==> config.mk <==
export PLATFORM = sky130hd
export DESIGN_NAME = acp_protect
export DESIGN_NICKNAME = d
export VERILOG_FILES = /design/src/accumulator_cpu_with_write_protect_macros.svh /design/src/acp_pkg.sv /design/src/acp_protect.sv
export SDC_FILE = /design/constraint.sdc
export NUM_CORES = 1
export LEC_CHECK = 0
export BUFFER_PORTS_ARGS = -buffer_cell sky130_fd_sc_hd__buf_4
export CAP_MARGIN = 30
export CORE_MARGIN = 2
export CORE_UTILIZATION = 45
export DETAILED_ROUTE_END_ITERATION = 10
export PLACE_DENSITY = 0.72
export SETUP_SLACK_MARGIN = 0.4
export SYNTH_ARGS = -nofsm -noshare
export SYNTH_HDL_FRONTEND = slang
export SYNTH_SLANG_ARGS = --single-unit
==> constraint.sdc <==
create_clock -name clk -period 2.45 [get_ports clk]
set_clock_uncertainty 0.15 [all_clocks]
set_input_delay 0 -clock clk [delete_from_list [all_inputs] [get_ports clk]]
set_output_delay 0 -clock clk [all_outputs]
set_load 0.02 [all_outputs]
==> src/accumulator_cpu_with_write_protect_macros.svh <==
// ----------------------------------------------------------------------------
// Assertion macros for the accumulator processor
// Implication checks sampled on clk, disabled while rst_n is low.
// ----------------------------------------------------------------------------
`ifndef ACCUMULATOR_CPU_WITH_WRITE_PROTECT_MACROS_SVH
`define ACCUMULATOR_CPU_WITH_WRITE_PROTECT_MACROS_SVH

// Same-cycle implication
`define ACP_ASSERT_NOW(label, ante, cons) \
    label: assert property (@(posedge clk) disable iff (!rst_n) (ante) |-> (cons)) \
        else $error("accumulator processor: same-cycle check failed");

// Next-cycle implication
`define ACP_ASSERT_NEXT(label, ante, cons) \
    label: assert property (@(posedge clk) disable iff (!rst_n) (ante) |=> (cons)) \
        else $error("accumulator processor: next-cycle check failed");

`endif

==> src/acp_pkg.sv <==
// ----------------------------------------------------------------------------
// acp_pkg
// Widths, constants, opcodes and shared types of the accumulator processor.
// ----------------------------------------------------------------------------
package acp_pkg;

    localparam int MEM_DEPTH     = 4096;
    localparam int ADDR_W        = $clog2(MEM_DEPTH);
    localparam int DATA_W        = 8;
    localparam int WORD_W        = 16;
    localparam int PROTECT_SLOTS = 16;
    localparam int PIDX_W        = (PROTECT_SLOTS > 1) ? $clog2(PROTECT_SLOTS) : 1;

    localparam logic [ADDR_W-1:0] RESTART_PC   = 12'h100;
    localparam logic [ADDR_W-1:0] CLEAR_LAST   = ADDR_W'(MEM_DEPTH - 1);
    localparam logic [WORD_W-1:0] PRINT_WORD   = 16'h1337;
    localparam logic [WORD_W-1:0] RESTART_WORD = 16'hBEEF;
    localparam logic [WORD_W-1:0] NOP_WORD     = 16'hEEEE;
    localparam logic [DATA_W-1:0] RESTART_ACC  = 8'h42;
    localparam logic [DATA_W-1:0] XOR_KEY      = 8'h42;
    localparam logic [DATA_W-1:0] ACC_ONES     = 8'hFF;
    localparam logic [DATA_W-1:0] ACC_ONE      = 8'h01;

    // Sub-operations of the immediate group
    localparam logic [3:0] SUB_ADD = 4'h0;
    localparam logic [3:0] SUB_LDI = 4'h1;
    localparam logic [3:0] SUB_XOR = 4'h2;
    localparam logic [3:0] SUB_OR  = 4'h3;
    localparam logic [3:0] SUB_AND = 4'h4;

    typedef enum logic [3:0] {
        OP_IMM     = 4'h0,
        OP_PRINT   = 4'h1,
        OP_JMP     = 4'h2,
        OP_JZ      = 4'h3,
        OP_JONE    = 4'h4,
        OP_JFF     = 4'h5,
        OP_CMPI    = 4'h6,
        OP_CMPM    = 4'h7,
        OP_LDM     = 4'h8,
        OP_PADD    = 4'h9,
        OP_PDEL    = 4'hA,
        OP_RESTART = 4'hB,
        OP_XORK    = 4'hC,
        OP_XORA    = 4'hD,
        OP_NOP     = 4'hE,
        OP_ST      = 4'hF
    } op_t;

    typedef enum logic [2:0] {
        ST_CLEAR,
        ST_IDLE,
        ST_FETCH_HI,
        ST_FETCH_LO,
        ST_EXEC
    } state_t;

    typedef struct packed {
        logic              add;
        logic              remove;
        logic [ADDR_W-1:0] addr;
    } prot_cmd_t;

    typedef struct packed {
        logic hit;
        logic full;
    } prot_stat_t;

    function automatic logic [DATA_W-1:0] compare_code(input logic [DATA_W-1:0] x,
                                                       input logic [DATA_W-1:0] y);
        logic [DATA_W-1:0] r;
        if (x == y)
            r = '0;
        else if (x < y)
            r = ACC_ONE;
        else
            r = ACC_ONES;
        return r;
    endfunction

endpackage

==> src/acp_protect.sv <==
// ----------------------------------------------------------------------------
// acp_protect
// Write-protect address set: registered parallel search, lowest-free insert.
// ----------------------------------------------------------------------------
module acp_protect (
    input  logic                       clk,
    input  logic                       rst_n,
    input  logic [acp_pkg::ADDR_W-1:0] search_addr,
    input  acp_pkg::prot_cmd_t         cmd,
    output acp_pkg::prot_stat_t        stat
);

    localparam int N = acp_pkg::PROTECT_SLOTS;

    logic [acp_pkg::ADDR_W-1:0] addr_reg [N];
    logic [N-1:0]               valid_reg;
    logic [N-1:0]               valid_next;
    logic [N-1:0]               match_reg;
    logic [N-1:0]               match_next;
    logic                       full_reg;
    logic [acp_pkg::PIDX_W-1:0] free_reg;
    logic [acp_pkg::PIDX_W-1:0] free_next;
    logic                       do_add;

    always_comb
    begin
        match_next = '0;
        free_next  = '0;
        for (int i = 0; i < N; i++)
        begin
            match_next[i] = valid_reg[i] && (addr_reg[i] == search_addr);
        end
        // lowest free slot wins: scan from the top down
        for (int i = N - 1; i >= 0; i--)
        begin
            if (!valid_reg[i])
            begin
                free_next = acp_pkg::PIDX_W'(i);
            end
        end
    end

    assign do_add = cmd.add && !(|match_reg) && !full_reg;

    always_comb
    begin
        valid_next = valid_reg;
        if (cmd.remove)
        begin
            valid_next = valid_reg & ~match_reg;
        end
        if (do_add)
        begin
            valid_next[free_reg] = 1'b1;
        end
    end

    always_ff @(posedge clk or negedge rst_n)
    begin
        if (!rst_n)
        begin
            valid_reg <= '0;
            match_reg <= '0;
            full_reg  <= 1'b0;
            free_reg  <= '0;
        end
        else
        begin
            valid_reg <= valid_next;
            match_reg <= match_next;
            full_reg  <= &valid_reg;
            free_reg  <= free_next;
        end
    end

    always_ff @(posedge clk)
    begin
        if (do_add)
        begin
            addr_reg[free_reg] <= cmd.addr;
        end
    end

    assign stat.hit  = |match_reg;
    assign stat.full = full_reg;

endmodule

Yosys cells after proc, flatten, opt, wreduce, memory -nomap -nowiden:

Memories as Yosys holds them, arrays and structs flattened.
Index checks and enable logic that the tools add are counted.

* memories: 1
* output and inout port bits: 2
* register bits after elaboration: 37
* RAM bits: 192
* logic and storage cells: 71

Memory list
* addr_reg: words 16, bits a word 12, rd ports 16, clocked after Yosys merged registers in 0, wr ports 1, line acp_protect.sv:15 `logic [acp_pkg::ADDR_W-1:0] addr_reg [N];`

* equality and inequality tests: 16
* reductions and logical operators: 23
* order comparisons: 2
* muxes and demuxes: 22
* bitwise gates (word level): 3

Operators by type and width (number)
* == test 12 bit: 16
* two-way mux 4 bit: 16
* two-way mux 16 bit: 2
* logical AND 1 bit: 19
* bitwise AND 16 bit: 1
* inverter 16 bit: 1
* bitwise OR 16 bit: 1
* AND reduction 16 bit: 1
* OR reduction 16 bit: 1
* less-than comparator 4 x 5 -> 1 bit, second input constant: 1
* demux 1 bit (select 4 bit): 1
* greater-or-equal comparator 4 x 1 -> 1 bit, second input constant: 1
* two-way mux 1 bit: 3
* zero test 1 bit: 2

Longest topological paths before layout:

* depth in word-level cells: 16
* gate-level depth with buffers: 6
* gate-level depth less buffers: 4

Worst setup path after synthesis:

No wires, ideal clock.

* path type: register -> register
* start point: register match_reg[12]
* end point: memory addr_reg[10][0] (netlist name) (enable)
* arrival time: 2.009 ns
* setup slack: -0.105 ns
* period minus slack after synthesis: 2.555 ns
* data required time: 1.904 ns
* cell stages (with the launch flop): 6
* cell sequence: dfrtp_1 -> nor4_2 -> and3b_1 -> buf_6 -> nand3_4 -> nor3_1

* word-level cells in the longest chain between the ends: 6

RTL lines
* start, declared: line acp_protect.sv:18 `logic [N-1:0] match_reg;`
* start signal, assigned: line acp_protect.sv:70 `match_reg <= match_next;`
* OR reduction 16 bit: line acp_protect.sv:43 `assign do_add = cmd.add && !(|match_reg) && !full_reg;`
* zero test 1 bit: line acp_protect.sv:43
* logical AND 1 bit (2 in a row): line acp_protect.sv:43
* two-way mux 1 bit: line acp_protect.sv:78 `if (do_add)`
* two-way mux 1 bit (implied by the code): line acp_protect.sv:80 `addr_reg[free_reg] <= cmd.addr;`
* end, declared: line acp_protect.sv:15

Every way passes these cells.

Final worst setup path:

* start point: register match_reg[3]
* end point: memory addr_reg[15][4] (netlist name) (enable)

Same word-level chain as after synthesis.

==> out/summary.md <==
The clock drives 229 sinks. TritonCTS built the clock tree. The run gives 643 as the count of mapped cells out of synthesis.

The worst setup path is captured at a flip-flop. The Yosys warning count was 0; the required time of the critical path was 2.51 ns. Dividing the detail-routed via count by the number of cells gives 5.532. Number of failing setup endpoints in the final timing report: 0.

Along the worst path, the maximum fanout reaches 6. The leftover overflow at the end of global routing is 0, and the die span in x is 150.3 um. The worst setup path is of the reg -> reg kind. The logs give 0.5537 for the utilization after layout and 35 for the count of distinct cell types in the synthesized netlist.

The first global-routing pass estimated 34760 um of wire. The logs give 0.2125 for the total global routing track utilization and 0 for the number of pins exceeding their max-slew limit in the final report. The first detailed-routing pass took 6 iterations. From synthesis to final layout, the design area changed by 20.87%. After filler insertion, the fill cell instance count of the layout stands at 1558. The floorplan step defined a core boundary enclosing 0.02102 sq mm. The deepest level of the CTS H-tree is 1. The die covers 0.02258 sq mm.

For the worst-skew pair, the clock arrives at the later sink with an insertion delay of 0.50 ns. Entering global routing, the biggest net connects 38 pins. The total number of vias is 5704, and the data arrival time of the worst path is 2.30 ns. For the I/O pin count, the log shows 30. The share of the cycle needed by the critical path after routing is 0.9124. For the max-slew headroom at the worst pin, the log shows 0.6227. The initialized floorplan defines 53 standard-cell rows.

Summing every instance area after synthesis gives 0.009629 sq mm. The tools report the sort of element at the start of the critical path as a flip-flop. For the post-route setup TNS, the log shows 0 ns. The share of synthesized flip-flops with an asynchronous set or reset was 0.1616; the final net count was 768. The logs give 9918 uW for the sum of internal, switching and leakage power and 932 for the cell count after placement. The number of global-route vias before repair was 5804; the die outline height was 150.3 um.

The run gives 0.6949 as the sequential fraction of the synthesis area. The number of hold-slack violations in the final timing report was 0. The worst-case IR drop observed on VDD is 0.5462 mV.

The average size of a mapped cell came out at 14.98 sq um. The worst hold-check path type is in -> reg. In the final routed layout, each cell accounts on average for 23.20 um. After detailed routing, the number of remaining DRC violations is 0.

The congestion estimate from routability-driven global placement came to 0.8824. The detailed router finished its first iteration with 566 violations. The analysis attributes to cell leakage a power of 0.003945 uW. The worst hold path passes through 5 cells.

When the netlist entered floorplanning its net count stood at 671. At the pin with the least slew margin, the transition time is 0.5660 ns. In this run, CTS created clock tree buffers numbering 23. Clock-pin slew was measured on the worst setup and hold paths at 0.06 ns.

The max-capacitance violation count is 0, and the highest achievable clock rate is 0.4474 GHz. The power density over cell area is 852.1 mW/mm^2, and the initial standard-cell utilization of the core is 0.4581. The tools report the number of antenna violations at the first check in global routing as 0. Leaving out filler cells and counting taps, the final layout contains 1031. Counting flops and latches in the post-synthesis netlist gives 229. Counting flops with a built-in enable in the synthesized netlist gives 192. The most used flip-flop cell after synthesis is sky130_fd_sc_hd__edfxtp_1. The repair_antennas step left the layout with diodes totalling 0. The tree is rooted in a sky130_fd_sc_hd__clkbuf_16.

The number of flip-flops under the largest register name works out to 192. The run finished with clean final reports. The clock passes through at most 3 buffers. Counting cells, the worst reg-to-reg path comes to 6. The tools report the post-detailed-routing wire length as 23920 um.

Setup repair after global routing could not meet its margin everywhere. The layout cell share with drive strength beyond 1 is 0.1812, and the half-perimeter wire length after placement is 13050 um. The detail route stage leaves a number of antenna-violating nets equal to 0. The clock period minus worst slack is 2.235 ns, and the count of buffers inserted at the top-level ports is 29.
[layout make-up]
type,instances,area (sq um),share of cell area
flip-flops and latches,229,6691,0.5749
clock buffers,35,640.6,0.05504
multi-input cells,379,2954,0.2538
repair buffers,101,952.2,0.08181
inverters,6,22.52,0.001935
well taps,275,344.1,0.02956
clock inverters,6,33.78,0.002903
[power breakdown]
part           switching, uW  internal, uW  leakage (uW)
Sequential               346          4670       0.00220
Combinational           1060           686       0.00141
Clock                   1350          1800      0.000331
[cell families after synthesis]
family,share of synthesized area
flip-flops,0.6949
XOR/XNOR,0.1746
AO/OA/AOI/OAI,0.02118
buffers and inverters,0.02157
AND/OR/NAND/NOR,0.08771
[layer usage]
layer,wire length (um),GRT usage,up-vias
li1,-,-,2529
met1,9957,0.2893,2877
met2,11810,0.3555,242
met3,1516,0.02879,56
met4,635,0.06840,0
met5,0,0,-
[critical path, stage by stage (launching register included)]
cell                      delay, ns
sky130_fd_sc_hd__dfrtp_1       0.41
sky130_fd_sc_hd__nor4_4        0.33
sky130_fd_sc_hd__and3_4        0.27
sky130_fd_sc_hd__buf_12        0.11
sky130_fd_sc_hd__nand4_1       0.23
sky130_fd_sc_hd__nor2_2        0.28
sky130_fd_sc_hd__buf_6         0.17
[through the flow]
stage | worst slack (ns) | hold slack (ns) | instance area (sq um)
6_report | 0.2146 | 0.09219 | 11640
4_1_cts | 0.3634 | 0.06162 | 11480
3_3_place_gp | 0.1751 | -0.1748 | 10220
5_1_grt | 0.1758 | 0.09506 | 11640
2_1_floorplan | 0.2310 | -0.4456 | 9707
3_5_place_dp | 0.1139 | -0.1675 | 10220
[what timing repair did]
item | CTS | global route
cloned | 6 | 4
setup endpoints to repair | 193 | 195
pin swaps | 7 | 10
hold buffers | 32 | 0
gates resized for setup | 31 | 26
buffers inserted | 10 | 6
endpoints found under the hold margin | 261 | 0
[worst paths after layout]
path | startpoint | end | slack [ns]
worst max-delay path | match_reg[3]$_DFF_PN0_ | addr_reg[15][4]$_DFFE_PP_ | 0.21
worst min-delay path | cmd[13] | valid_reg[13]$_DFF_PN0_ | 0.09
worst max register to register | match_reg[3]$_DFF_PN0_ | addr_reg[15][4]$_DFFE_PP_ | 0.21
worst min register to register | valid_reg[6]$_DFF_PN0_ | valid_reg[6]$_DFF_PN0_ | 0.40
max in group asynchronous | rst_n | match_reg[1]$_DFF_PN0_ | 1.51
min in group asynchronous | rst_n | match_reg[11]$_DFF_PN0_ | 0.44
[synth_stat cells, types with 2 or more instances]
| cell | number | area [sq um] |
|---|---|---|
| sky130_fd_sc_hd__nor4_1 | 23 | 143.9 |
| sky130_fd_sc_hd__o31ai_2 | 3 | 37.54 |
| sky130_fd_sc_hd__nand3_1 | 26 | 130.1 |
| sky130_fd_sc_hd__nand2b_1 | 2 | 12.51 |
| sky130_fd_sc_hd__nor2_1 | 9 | 33.78 |
| sky130_fd_sc_hd__and3_1 | 3 | 18.77 |
| sky130_fd_sc_hd__dfrtp_1 | 37 | 925.9 |
| sky130_fd_sc_hd__buf_4 | 5 | 37.54 |
| sky130_fd_sc_hd__inv_1 | 6 | 22.52 |
| sky130_fd_sc_hd__buf_6 | 3 | 33.78 |
| sky130_fd_sc_hd__edfxtp_1 | 192 | 5766 |
| sky130_fd_sc_hd__o21ai_0 | 7 | 35.03 |
| sky130_fd_sc_hd__o31ai_1 | 5 | 37.54 |
| sky130_fd_sc_hd__nand2_1 | 37 | 138.9 |
| sky130_fd_sc_hd__nand4_1 | 25 | 156.4 |
| sky130_fd_sc_hd__clkbuf_1 | 4 | 15.01 |
| sky130_fd_sc_hd__a32o_2 | 4 | 45.04 |
| sky130_fd_sc_hd__a31oi_1 | 2 | 12.51 |
| sky130_fd_sc_hd__a21oi_1 | 3 | 15.01 |
| sky130_fd_sc_hd__xor2_1 | 68 | 595.6 |
| sky130_fd_sc_hd__xnor2_1 | 124 | 1086 |
| sky130_fd_sc_hd__nor3_1 | 24 | 120.1 |
| sky130_fd_sc_hd__buf_2 | 19 | 95.09 |
[cell usage in the layout (no fill, tap or decap), types with 3 or more instances in the layout]
| master | n |
|---|---|
| sky130_fd_sc_hd__edfxtp_1 | 192 |
| sky130_fd_sc_hd__xnor2_1 | 124 |
| sky130_fd_sc_hd__xor2_1 | 68 |
| sky130_fd_sc_hd__buf_4 | 46 |
| sky130_fd_sc_hd__dfrtp_1 | 37 |
| sky130_fd_sc_hd__nand2_1 | 36 |
| sky130_fd_sc_hd__dlygate4sd3_1 | 31 |
| sky130_fd_sc_hd__nand3_1 | 26 |
| sky130_fd_sc_hd__nand4_1 | 25 |
| sky130_fd_sc_hd__clkbuf_16 | 23 |
| sky130_fd_sc_hd__buf_6 | 21 |
| sky130_fd_sc_hd__nor4_1 | 19 |
| sky130_fd_sc_hd__nor3_1 | 14 |
| sky130_fd_sc_hd__clkbuf_1 | 10 |
| sky130_fd_sc_hd__nor3_4 | 8 |
| sky130_fd_sc_hd__o21ai_0 | 7 |
| sky130_fd_sc_hd__inv_1 | 6 |
| sky130_fd_sc_hd__and3_4 | 5 |
| sky130_fd_sc_hd__o31ai_1 | 5 |
| sky130_fd_sc_hd__nor2_1 | 5 |
| sky130_fd_sc_hd__a32o_2 | 4 |
| sky130_fd_sc_hd__nor4_2 | 3 |
| sky130_fd_sc_hd__o31ai_2 | 3 |
| sky130_fd_sc_hd__a21oi_1 | 3 |
| sky130_fd_sc_hd__nor2_2 | 3 |
| sky130_fd_sc_hd__clkinv_2 | 3 |
| sky130_fd_sc_hd__buf_12 | 3 |
No activity file was read; power rests on OpenSTA's default activity.
